$ cat config.mk
export PLATFORM = sky130hd
export DESIGN_NAME = fgum_ctrl
export DESIGN_NICKNAME = d
export VERILOG_FILES = /design/src/hdl/fgum_pkg.sv /design/src/hdl/fgum_ctrl.sv
export VERILOG_INCLUDE_DIRS = /design/src /design/src/hdl
export SDC_FILE = /design/constraint.sdc
export NUM_CORES = 1
export LEC_CHECK = 0
export BUFFER_PORTS_ARGS = -buffer_cell sky130_fd_sc_hd__buf_2
export CORE_AREA = 2 2 39 41
export DETAILED_ROUTE_END_ITERATION = 6
export DIE_AREA = 0 0 41 43
export GPL_TIMING_DRIVEN = 1
export PLACE_DENSITY = 0.64
export SLEW_MARGIN = 5
export SYNTH_ARGS = -nofsm -noshare
export SYNTH_HDL_FRONTEND = slang
export SYNTH_SLANG_ARGS = --single-unit
export TNS_END_PERCENT = 30
$ cat constraint.sdc
create_clock -name clk -period 1.7 [get_ports clk]
set_clock_uncertainty 0.1 [all_clocks]
set_input_delay 0.085 -clock clk [delete_from_list [all_inputs] [get_ports clk]]
set_output_delay 0.085 -clock clk [all_outputs]
set_load 0.005 [all_outputs]
$ cat src/hdl/frame_gpu_utilization_monitor_assert.svh
// Assertion macros used by the frame GPU utilization monitor controller.
`ifndef FRAME_GPU_UTILIZATION_MONITOR_ASSERT_SVH
`define FRAME_GPU_UTILIZATION_MONITOR_ASSERT_SVH
`ifndef NO_ASSERTIONS
`define FGUM_ASSERT_IMP(lbl, clk, rst_n, ante, cons) \
	lbl: assert property (@(posedge clk) disable iff (!rst_n) (ante) |-> (cons)) \
		else $error("fgum assertion failed");
`define FGUM_ASSERT_NXT(lbl, clk, rst_n, ante, cons) \
	lbl: assert property (@(posedge clk) disable iff (!rst_n) (ante) |=> (cons)) \
		else $error("fgum assertion failed");
`else
`define FGUM_ASSERT_IMP(lbl, clk, rst_n, ante, cons)
`define FGUM_ASSERT_NXT(lbl, clk, rst_n, ante, cons)
`endif
`endif

$ cat src/hdl/fgum_pkg.sv
// Package: shared types and constants of the frame GPU utilization monitor.
`timescale 1ns / 1ps
`default_nettype none
package fgum_pkg;
	localparam int CFG_IW = 2;
	localparam int CFG_DW = 24;
	localparam logic [CFG_IW-1:0] REG_TICK_PERIOD = 2'd0;
	localparam logic [CFG_IW-1:0] REG_VALID_BITS  = 2'd1;
	localparam logic [CFG_IW-1:0] REG_WINDOW_MS   = 2'd2;

	localparam logic [23:0] TICK_RESET   = 24'd65536;
	localparam logic [6:0]  VBITS_RESET  = 7'd64;
	localparam logic [15:0] WINDOW_RESET = 16'd500;

	localparam logic [47:0] NS48_MAX     = 48'hFFFF_FFFF_FFFF;
	localparam logic [15:0] USAGE_MAX    = 16'd38400;
	localparam logic [31:0] FIRST_CPU_MS = 32'd16;
	localparam logic [13:0] CPU_SCALE    = 14'd10000;  // ms -> 100 x 10 us
	localparam logic [9:0]  GPU_SCALE    = 10'd1000;   // ns -> us

	localparam int NUM_W = 56;
	localparam int DEN_W = 46;
	localparam int CNT_W = 6;

	typedef enum logic [3:0] {
		ST_IDLE, ST_RD, ST_MLO, ST_MHI, ST_NS, ST_PWR, ST_PACC, ST_CHK,
		ST_DEN_U, ST_DIV_U, ST_DEN_G, ST_DIV_G, ST_FIN, ST_DONE
	} state_t;

	typedef enum logic [3:0] {
		OP_NONE, OP_LOAD, OP_READ, OP_MUL_LO, OP_MUL_HI, OP_NS, OP_PAIR_WR,
		OP_PRES_ACC, OP_DEN_U, OP_DEN_G, OP_DIV, OP_FIN, OP_OUT
	} dp_op_t;

	typedef struct packed {
		dp_op_t op;
	} dp_cmd_t;

	typedef struct packed {
		logic is_pres;
		logic expire;
		logic div_last;
	} dp_stat_t;
endpackage
`default_nettype wire

$ cat src/hdl/fgum_ctrl.sv
// Controller: sequencing state machine and stream handshakes.
`timescale 1ns / 1ps
`default_nettype none
`include "frame_gpu_utilization_monitor_assert.svh"
module fgum_ctrl import fgum_pkg::*; (
	input  wire logic clk,
	input  wire logic arst_n,
	input  wire logic s_tvalid,
	output logic      s_tready,
	output logic      m_tvalid,
	input  wire logic m_tready,
	input  wire dp_stat_t st,
	output dp_cmd_t   cmd
);
	state_t state_q, state_d;
	logic   m_tvalid_q;
	logic   out_free;

	assign out_free = !m_tvalid_q || m_tready;
	assign s_tready = (state_q == ST_IDLE);
	assign m_tvalid = m_tvalid_q;

	always_comb begin
		state_d = state_q;
		case (state_q)
			ST_IDLE:  if (s_tvalid) state_d = ST_RD;
			ST_RD:    state_d = st.is_pres ? ST_PACC : ST_MLO;
			ST_MLO:   state_d = ST_MHI;
			ST_MHI:   state_d = ST_NS;
			ST_NS:    state_d = ST_PWR;
			ST_PWR:   state_d = ST_DONE;
			ST_PACC:  state_d = ST_CHK;
			ST_CHK:   state_d = st.expire ? ST_DEN_U : ST_DONE;
			ST_DEN_U: state_d = ST_DIV_U;
			ST_DIV_U: if (st.div_last) state_d = ST_DEN_G;
			ST_DEN_G: state_d = ST_DIV_G;
			ST_DIV_G: if (st.div_last) state_d = ST_FIN;
			ST_FIN:   state_d = ST_DONE;
			ST_DONE:  if (out_free) state_d = ST_IDLE;
			default:  state_d = ST_IDLE;
		endcase
	end

	always_comb begin
		cmd.op = OP_NONE;
		case (state_q)
			ST_IDLE:  if (s_tvalid) cmd.op = OP_LOAD;
			ST_RD:    cmd.op = OP_READ;
			ST_MLO:   cmd.op = OP_MUL_LO;
			ST_MHI:   cmd.op = OP_MUL_HI;
			ST_NS:    cmd.op = OP_NS;
			ST_PWR:   cmd.op = OP_PAIR_WR;
			ST_PACC:  cmd.op = OP_PRES_ACC;
			ST_DEN_U: cmd.op = OP_DEN_U;
			ST_DIV_U, ST_DIV_G: cmd.op = OP_DIV;
			ST_DEN_G: cmd.op = OP_DEN_G;
			ST_FIN:   cmd.op = OP_FIN;
			ST_DONE:  if (out_free) cmd.op = OP_OUT;
			default:  cmd.op = OP_NONE;
		endcase
	end

	always_ff @(posedge clk or negedge arst_n) begin
		if (!arst_n) begin
			state_q <= ST_IDLE;
			m_tvalid_q <= 1'b0;
		end else begin
			state_q <= state_d;
			if (state_q == ST_DONE && out_free)
				m_tvalid_q <= 1'b1;
			else if (m_tready)
				m_tvalid_q <= 1'b0;
		end
	end

	`FGUM_ASSERT_NXT(a_accept_reads, clk, arst_n, s_tvalid && s_tready, state_q == ST_RD)
	`FGUM_ASSERT_NXT(a_div_to_gus, clk, arst_n, state_q == ST_DIV_U && st.div_last, state_q == ST_DEN_G)
	`FGUM_ASSERT_NXT(a_done_holds, clk, arst_n, state_q == ST_DONE && m_tvalid_q && !m_tready, state_q == ST_DONE)
endmodule
`default_nettype wire

# After elaboration in Yosys (flattened, before gate mapping)
# Index checks and enable logic that the tools add are counted.
[word_totals] elab_cells=39 reg_bits=5 inputBits=7 out_inout_bits=6
[op_classes] reduce_logical=8 n_eq_ne=17 muxes=12
[op_table] cell="$pmux 4 s13" count=1
[op_table] cell="$pmux 4 s12" count=1
[op_table] cell="$eq 4x4->1 const B" count=6
[op_table] cell="$mux 4" count=5
[op_table] cell="$eq 4x3->1 const B" count=4
[op_table] cell="$eq 4x2->1 const B" count=2
[op_table] cell="$ne 2x2->1 const B" count=4
[op_table] cell="$mux 3" count=2
[op_table] cell="$eq 4x1->1 const B" count=1
[op_table] cell="$logic_not 4->1" count=1
[op_table] cell="$reduce_and 4->1" count=1
[op_table] cell="$reduce_or 2->1" count=2
[op_table] cell="$mux 1" count=3
[op_table] cell="$reduce_bool 2->1" count=1
[op_table] cell="$logic_and 1x1->1" count=1
[op_table] cell="$logic_not 1->1" count=1
[op_table] cell="$logic_or 1x1->1" count=1

# Longest topological paths before layout
# Gate-level depths: netlist of run 1.
[depth] word_depth=4 mapped_depth=4 mapped_depth_nobuf=4

# Least setup slack after synthesis of run 1
# OpenSTA, ideal clock, no wires.
[synth_timing] path_kind="register -> register" startpoint="register state_q[3]" endpoint="register state_q[0]" setup_time_ps=104 slack_ps=400 synth_period_minus_slack_ps=1300 path_buffers=0 required_time_ps=1496 arrival_time_ps=1096 stages_incl_launch_ff=5 path_cell_list="dfrtp_1 > nand2_2 > or3_1 > or2_1 > o311ai_1"
[synth_between] elab_chain_len=3 word_cells_on_any_way=21 cone_classes="eq/ne: 17; mux: 1; reduce/logical: 3"
[synth_lines] item="from (decl)" line_no="fgum_ctrl.sv:15" text="state_t state_q, state_d;"
[synth_lines] item="from (signal assigned)" line_no="fgum_ctrl.sv:68" text="state_q <= state_d;"
[synth_lines] item="$eq 4x4->1 (tied with other cells)" line_no="fgum_ctrl.sv:25" text="case (state_q)"
[synth_lines] item="$reduce_or 2->1 (no source line) / $ne 2x2->1 (equally long branches)"
[synth_lines] item="$pmux 4 s13 / $reduce_and 4->1 (equally long branches)"
# Parallel ways exist; a longest one is shown, timed or not.
# A chain may end at the register's enable or synchronous reset.

==> metrics.md, run 1 <==
| Metric | Value |
|---|---|
| Maximum number of pins on one net before global-route repair | 15 |
| Final-layout worst hold slack | roughly 80 ps |
| Maximum clock frequency | 0.630 GHz |
| Number of distinct standard cells referenced by the synthesized netlist | 27 |
| Largest area contributor in the netlist | sky130_fd_sc_hd__dfrtp_1 |
| Leading cell type in the layout, fill and taps excluded | sky130_fd_sc_hd__buf_2 |
| Worst reg-to-reg setup slack | between 300 and 400 ps |
| Worst Max-Slew Pin Slew | approximately 220 ps |
| Synthesized area per cell | 7.48 sq um |
| Router iterations before antenna repair | 4 |
| Clock transition at the registers of the reported paths | 50 ps |
| Final net count | 79 |
| Number of DRC markers after the initial detailed-route iteration | 3 |
| Critical Path RT | ~1500 ps |
| Final-report max-slew violation count | 0 |
| Final hold violation count | 0 |
| Crit path buf inv count | 2 |
| Slowest-stage cell, CP | sky130_fd_sc_hd__dfrtp_1 |
| Largest stage delay, worst path | ~400 ps |
| Number of remaining DRC errors | 0 |
| Syn_nets | 60 |
| Clock tree from TritonCTS | built |
| Fraction of synthesis flops using an asynchronous set or reset pin | 1.00 |
| Number of global-route vias before repair | 380 |
| Vertical die dimension | 43 microns |
| Maximum clock insertion buffer count | 2 |
| Setup-violating endpoint count in the final report | 0 |
| Area of the die | about 1800 sq um |
| Die boundary width | 41 microns |
| Routed WL per cell | around 11 microns |
| Initial antenna violation count | 0 |
| Proportion of synthesized chip area in sequential cells | 0.315 |
| FILL cells | between 150 and 200 |
| Share of Yosys cell area claimed by the top area cell type | 0.315 |
| Global-route wire length before repair | 1.55 mm |
| Power density cells | 2040 nW/um^2 |
| Number of instances in the synthesized netlist | 53 |
| Worst-skew pair later-pin latency | 250 ps |
| Number of port buffers | 12 |
| Aggregate routed wire length | approximately 990 microns |
| Root buffer cell | sky130_fd_sc_hd__clkbuf_4 |
| Overall overflow remaining after global route | 0 |
| Lkg Pwr | 0.247 nW |
| Peak supply drop | roughly 670 uV |
| Post-route fraction of the period consumed by the critical path | 0.934 |
| Worst endpoint data arrival time | 1400 ps |
| Antenna Diode Count | 0 |
| Max Fanout on Critical Path | 14 |
| Total number of clock tree sinks | 5 |
| Cell area after synthesis | 397 sq um |
| Startpoint kind of the worst setup timing path | flip-flop |
| Flip-flop and latch count after synthesis | 5 |
| Routability Congestion | 0.798 |
| Postcts setup bufs | 0 |
| Critical setup path kind | reg2out |
| Commonest non-fill, non-tap cells in the layout | sky130_fd_sc_hd__buf_2 (12), sky130_fd_sc_hd__nor2_1 (7), sky130_fd_sc_hd__nand2_1 (6) |
| Htree depth | 1 |
| I/O pins | 13 |
| Cell types occupying the most area after synthesis | sky130_fd_sc_hd__dfrtp_1 (32%), sky130_fd_sc_hd__nor2_1 (6.6%), sky130_fd_sc_hd__a21oi_1 (6.3%), sky130_fd_sc_hd__nand2_1 (5.7%), sky130_fd_sc_hd__nand2b_1 (4.7%) |
| Min Clock Period, post-route | roughly 1600 ps |
| Count of flip-flops with a built-in enable after synthesis | 0 |
| Primary FF master, synth | sky130_fd_sc_hd__dfrtp_1 |
| Effective utilization at floorplan | 0.287 |
| Global Route Usage Sum | 0.132 |
| Post-Route Setup TNS | 0 ps |
| Number of core rows | 14 |
| Vias/cell | 4.93 |
| Type of the worst min-delay path | in2async |
| Max-cap viol count | 0 |
| Unrepaired setup endpoints after global routing | no |
| Yosys warning count | 0 |
| Fraction of final layout cells sized beyond drive strength 1 | 0.338 |
| Area growth from synthesis to layout | 34.4% |
| Worst slew margin | 0.849 |
| Run status | complete, no violations |
| Number of CTS-inserted buffers | 3 |
| Vias | 429 |
| Cell-by-cell trace of the critical path | buf_4 > a21boi_0 > o22ai_1 > a22o_1 > buf_2 |
| Detail Placement HPWL | 747 microns |
| Kind of capture point of the worst setup path | output port |
| Remaining antenna violation count after routing | 0 |
| CP delay by family, top | compound AO/OA/AOI/OAI gates |
| CORE AREA | 1380 sq um |
area by class of cell:
cell class,instances,area [sq um],area share
sequential,5,126,0.237
inverter,1,3.75,0.00704
timing repair buffer,18,108,0.202
clock buffer,4,26.3,0.0493
tap,16,20.0,0.0376
multi-input combinational,43,249,0.467
report_power, final:
| group | switching [mW] | total (mW) | internal [mW] |
|---|---|---|---|
| combinational | 0.355 | 0.691 | 0.336 |
| sequential | 0.0708 | 0.254 | 0.184 |
| clock | 0.0547 | 0.144 | 0.0892 |
Yosys cell counts, types with 2 or more instances:
master / count
sky130_fd_sc_hd__buf_2: 3
sky130_fd_sc_hd__nor2_1: 7
sky130_fd_sc_hd__nand2b_1: 3
sky130_fd_sc_hd__dfrtp_1: 5
sky130_fd_sc_hd__nand2_1: 6
sky130_fd_sc_hd__nor4_1: 2
sky130_fd_sc_hd__o21ai_0: 2
sky130_fd_sc_hd__nor3_1: 2
sky130_fd_sc_hd__a21oi_1: 5
metrics by stage:
| step | instance area (sq um) | setup slack (ps) | power [mW] | std cells | util |
|---|---|---|---|---|---|
| 6_report | 533 | 112 | 1.09 | 87 | 0.385 |
| 2_1_floorplan | 397 | 400 | 0.705 | 53 | - |
| 3_3_place_gp | 495 | 308 | 0.937 | 82 | 0.358 |
| 5_1_grt | 533 | 29.7 | 1.21 | 87 | 0.385 |
| 3_5_place_dp | 495 | 285 | 0.944 | 82 | 0.358 |
| 4_1_cts | 532 | 74.1 | 1.10 | 87 | 0.384 |
timing repair:
action	CTS	global route
endpoints found under the hold margin	5	0
resized for setup	0	1
endpoints found under the setup margin	0	1
hold buffers	1	0
worst paths after layout:
path / from / to / cells after the start
max: state_q[0]$_DFFE_PN0P_ / cmd[2] / 5
min: arst_n / state_q[0]$_DFFE_PN0P_ / 2
max reg2reg: state_q[3]$_DFFE_PN0P_ / state_q[0]$_DFFE_PN0P_ / 4
min reg2reg: m_tvalid$_DFFE_PN0P_ / m_tvalid$_DFFE_PN0P_ / 2
max in group asynchronous: arst_n / state_q[3]$_DFFE_PN0P_ / 2
min in group clk: st[0] / state_q[0]$_DFFE_PN0P_ / 3
flip-flops by register name (all words and copies together), names as in the netlist:
| register | flops |
|---|---|
| state_q | 4 |
| m_tvalid | 1 |
kinds of logic after synthesis:
group,count (synthesis),share of synthesized area
AO/OA/AOI/OAI,15,0.252
XOR/XNOR,1,0.0221
buffers and inverters,5,0.0568
flip-flops,5,0.315
multiplexers,1,0.0284
AND/OR/NAND/NOR,26,0.325
metal layers:
layer	share of wire	GRT usage	up-vias
li1	-	-	226
met5	0	0	-
met3	0.054	0.0628	0
met2	0.47	0.184	10
met1	0.48	0.174	193
met4	0	0.0400	0
Power figures use the tool's default switching activity.
==> inputs of run 2 (changes only) <==
- GPL_TIMING_DRIVEN: 1 -> 0
==> metrics.md, run 2 (synthesis results as in run 1) <==
| Metric | Value |
|---|---|
| Clock transition at the registers of the reported paths | 40 ps (was 50 ps) |
| Aggregate routed wire length | 1.03 mm (was 993 microns) |
| Area of the die | 1760 sq um (unchanged) |
| Number of DRC markers after the initial detailed-route iteration | 8 (was 3) |
| Router iterations before antenna repair | 4 (unchanged) |
| I/O pins | 13 (unchanged) |
| Power density cells | 2050 nW/um^2 (was 2040 nW/um^2) |
| Min Clock Period, post-route | 1620 ps (was 1590 ps) |
| Share of total power in combinational logic | 0.611 (was 0.634) |
| Post-place setup slack | 218 ps (was 285 ps) |
| Number of port buffers | 12 (unchanged) |
| Startpoint kind of the worst setup timing path | flip-flop (unchanged) |
| Setup-violating endpoint count in the final report | 0 (unchanged) |
| Lkg Pwr | 0.245 nW (was 0.247 nW) |
| Routed WL per cell | 11.8 microns (was 11.4 microns) |
| Global-route wire length before repair | 1.63 mm (was 1.55 mm) |
| Root buffer cell | sky130_fd_sc_hd__clkbuf_4 (unchanged) |
| Vertical die dimension | 43 microns (unchanged) |
| Number of CTS-inserted buffers | 3 (unchanged) |
| Critical setup path kind | reg2out (unchanged) |
| Max Fanout on Critical Path | 10 (was 14) |
| Clk pwr share | 0.130 (was 0.132) |
| Post-layout worst setup margin | 75.7 ps (was 112 ps) |
| Number of remaining DRC errors | 0 (unchanged) |
| Critical Path RT | 1510 ps (about the same) |
| Sequential group share of total power | 0.259 (was 0.234) |
| Effective utilization at floorplan | 0.287 (unchanged) |
| Total number of clock tree sinks | 5 (unchanged) |
| Largest register by flop count | state_q (unchanged) |
| Vias/cell | 5.15 (was 4.93) |
| Remaining antenna violation count after routing | 0 (unchanged) |
| Final-report max-slew violation count | 0 (unchanged) |
| Antenna Diode Count | 0 (unchanged) |
| Initial antenna violation count | 0 (unchanged) |
| Final-layout worst hold slack | 79.5 ps (was 81.6 ps) |
| Net switching share of the total power | 0.454 (was 0.441) |
| Maximum clock insertion buffer count | 2 (unchanged) |
| Kind of capture point of the worst setup path | output port (unchanged) |
| Area growth from synthesis to layout | 32.5% (was 34.4%) |
| Commonest non-fill, non-tap cells in the layout | sky130_fd_sc_hd__buf_2 (15), sky130_fd_sc_hd__nor2_1 (7), sky130_fd_sc_hd__nand2_1 (6) (was sky130_fd_sc_hd__buf_2 (12), sky130_fd_sc_hd__nor2_1 (7), sky130_fd_sc_hd__nand2_1 (6)) |
| Number of core rows | 14 (unchanged) |
| Worst-skew pair later-pin latency | 240 ps (was 250 ps) |
| Worst slew margin | 0.846 (was 0.849) |
| Detail Placement HPWL | 728 microns (was 747 microns) |
| Flip-flop count of the largest register after layout | 4 (unchanged) |
| Number of global-route vias before repair | 380 (unchanged) |
| Clock tree from TritonCTS | built (unchanged) |
| Die boundary width | 41 microns (unchanged) |
| Type of the worst min-delay path | in2async (unchanged) |
| Final net count | 79 (unchanged) |
| Maximum clock frequency | 0.616 GHz (was 0.630 GHz) |
| Run status | complete, no violations (unchanged) |
| Routability Congestion | 0.761 (was 0.798) |
| Overall overflow remaining after global route | 0 (unchanged) |
| Global Route Usage Sum | 0.134 (was 0.132) |
| Htree depth | 1 (unchanged) |
| Leading cell type in the layout, fill and taps excluded | sky130_fd_sc_hd__buf_2 (unchanged) |
| Net Switching | 489 uW (was 481 uW) |
| Fraction of final layout cells sized beyond drive strength 1 | 0.338 (unchanged) |
| Final hold violation count | 0 (unchanged) |
| FILL cells | 144 (was 161) |
| Area of all placed cells without fillers | 526 sq um (was 533 sq um) |
| Placed cell areas | 477 sq um (was 495 sq um) |
| Vias | 448 (was 429) |
| Worst Max-Slew Pin Slew | 228 ps (was 223 ps) |
| CORE AREA | 1380 sq um (unchanged) |
| Peak supply drop | 532 uV (was 667 uV) |
| Maximum number of pins on one net before global-route repair | 11 (was 15) |
| Max-cap viol count | 0 (unchanged) |
| Worst endpoint data arrival time | 1440 ps (was 1400 ps) |
| Post-route fraction of the period consumed by the critical path | 0.955 (was 0.934) |
| Internal power contribution | 588 uW (was 608 uW) |
## run 2: cell counts in the layout (fill, tap and decap cells not counted)
No cell type changed its count.
## run 2: repair_timing
action                                 4_1_cts  5_1_grt
pin swaps                                    0        0
buffers inserted                             0        1
endpoints found under the hold margin        5        0
setup endpoints to repair                    2        1
hold buffers                                 1        0
gates resized for setup                      2        2
## run 2: critical path, cell delays in order, from the launching register on
cell,delay (ps)
sky130_fd_sc_hd__dfrtp_2,450
sky130_fd_sc_hd__buf_4,190
sky130_fd_sc_hd__mux2_2,260
sky130_fd_sc_hd__o211ai_1,160
sky130_fd_sc_hd__buf_2,140
## run 2: worst paths after layout
kind / to / from / depth (start not counted) / slack, ps
max: cmd[1] / state_q[3]$_DFFE_PN0P_ / 4 / 80
min: m_tvalid$_DFFE_PN0P_ / arst_n / 2 / 80
max reg2reg: state_q[0]$_DFFE_PN0P_ / state_q[2]$_DFFE_PN0P_ / 4 / 290
min reg2reg: m_tvalid$_DFFE_PN0P_ / m_tvalid$_DFFE_PN0P_ / 2 / 460
max in group asynchronous: state_q[3]$_DFFE_PN0P_ / arst_n / 2 / 1280
min in group clk: m_tvalid$_DFFE_PN0P_ / m_tready / 3 / 80
## run 2: cell type report
cell class	instances	area [sq um]	share of cell area
inverters	1	3.75	0.00714
multi-input cells	43	249	0.474
repair buffers	14	77.6	0.148
flip-flops and latches	5	126	0.240
clock buffers	4	26.3	0.0500
plain buffers	4	22.5	0.0429
well taps	16	20.0	0.0381
## run 2: stage by stage
step                utilization  power (mW)  TNS [ps]  std cells
global route              0.380        1.18     -4.92         87
finish                    0.380        1.08         0         87
global placement          0.344       0.889         0         81
detailed placement        0.344       0.902         0         81
floorplan                     -       0.705         0         53
CTS                       0.373        1.06         0         86
## run 2: power by group through the flow
stage / Combinational (mW) / Clock (mW) / Sequential, mW
after floorplan: 0.452 / 0 / 0.253
after global placement: 0.613 / 0 / 0.277
after detailed placement: 0.626 / 0 / 0.276
after CTS: 0.636 / 0.145 / 0.277
after global routing: 0.738 / 0.153 / 0.293
final: 0.658 / 0.140 / 0.279
## run 2: metal layers
layer	share of wire	vias to the layer above	global-route usage
met5	0	-	0
met4	0	0	0.100
met3	0.028	0	0.0157
met2	0.49	10	0.181
met1	0.48	211	0.184
li1	-	227	-
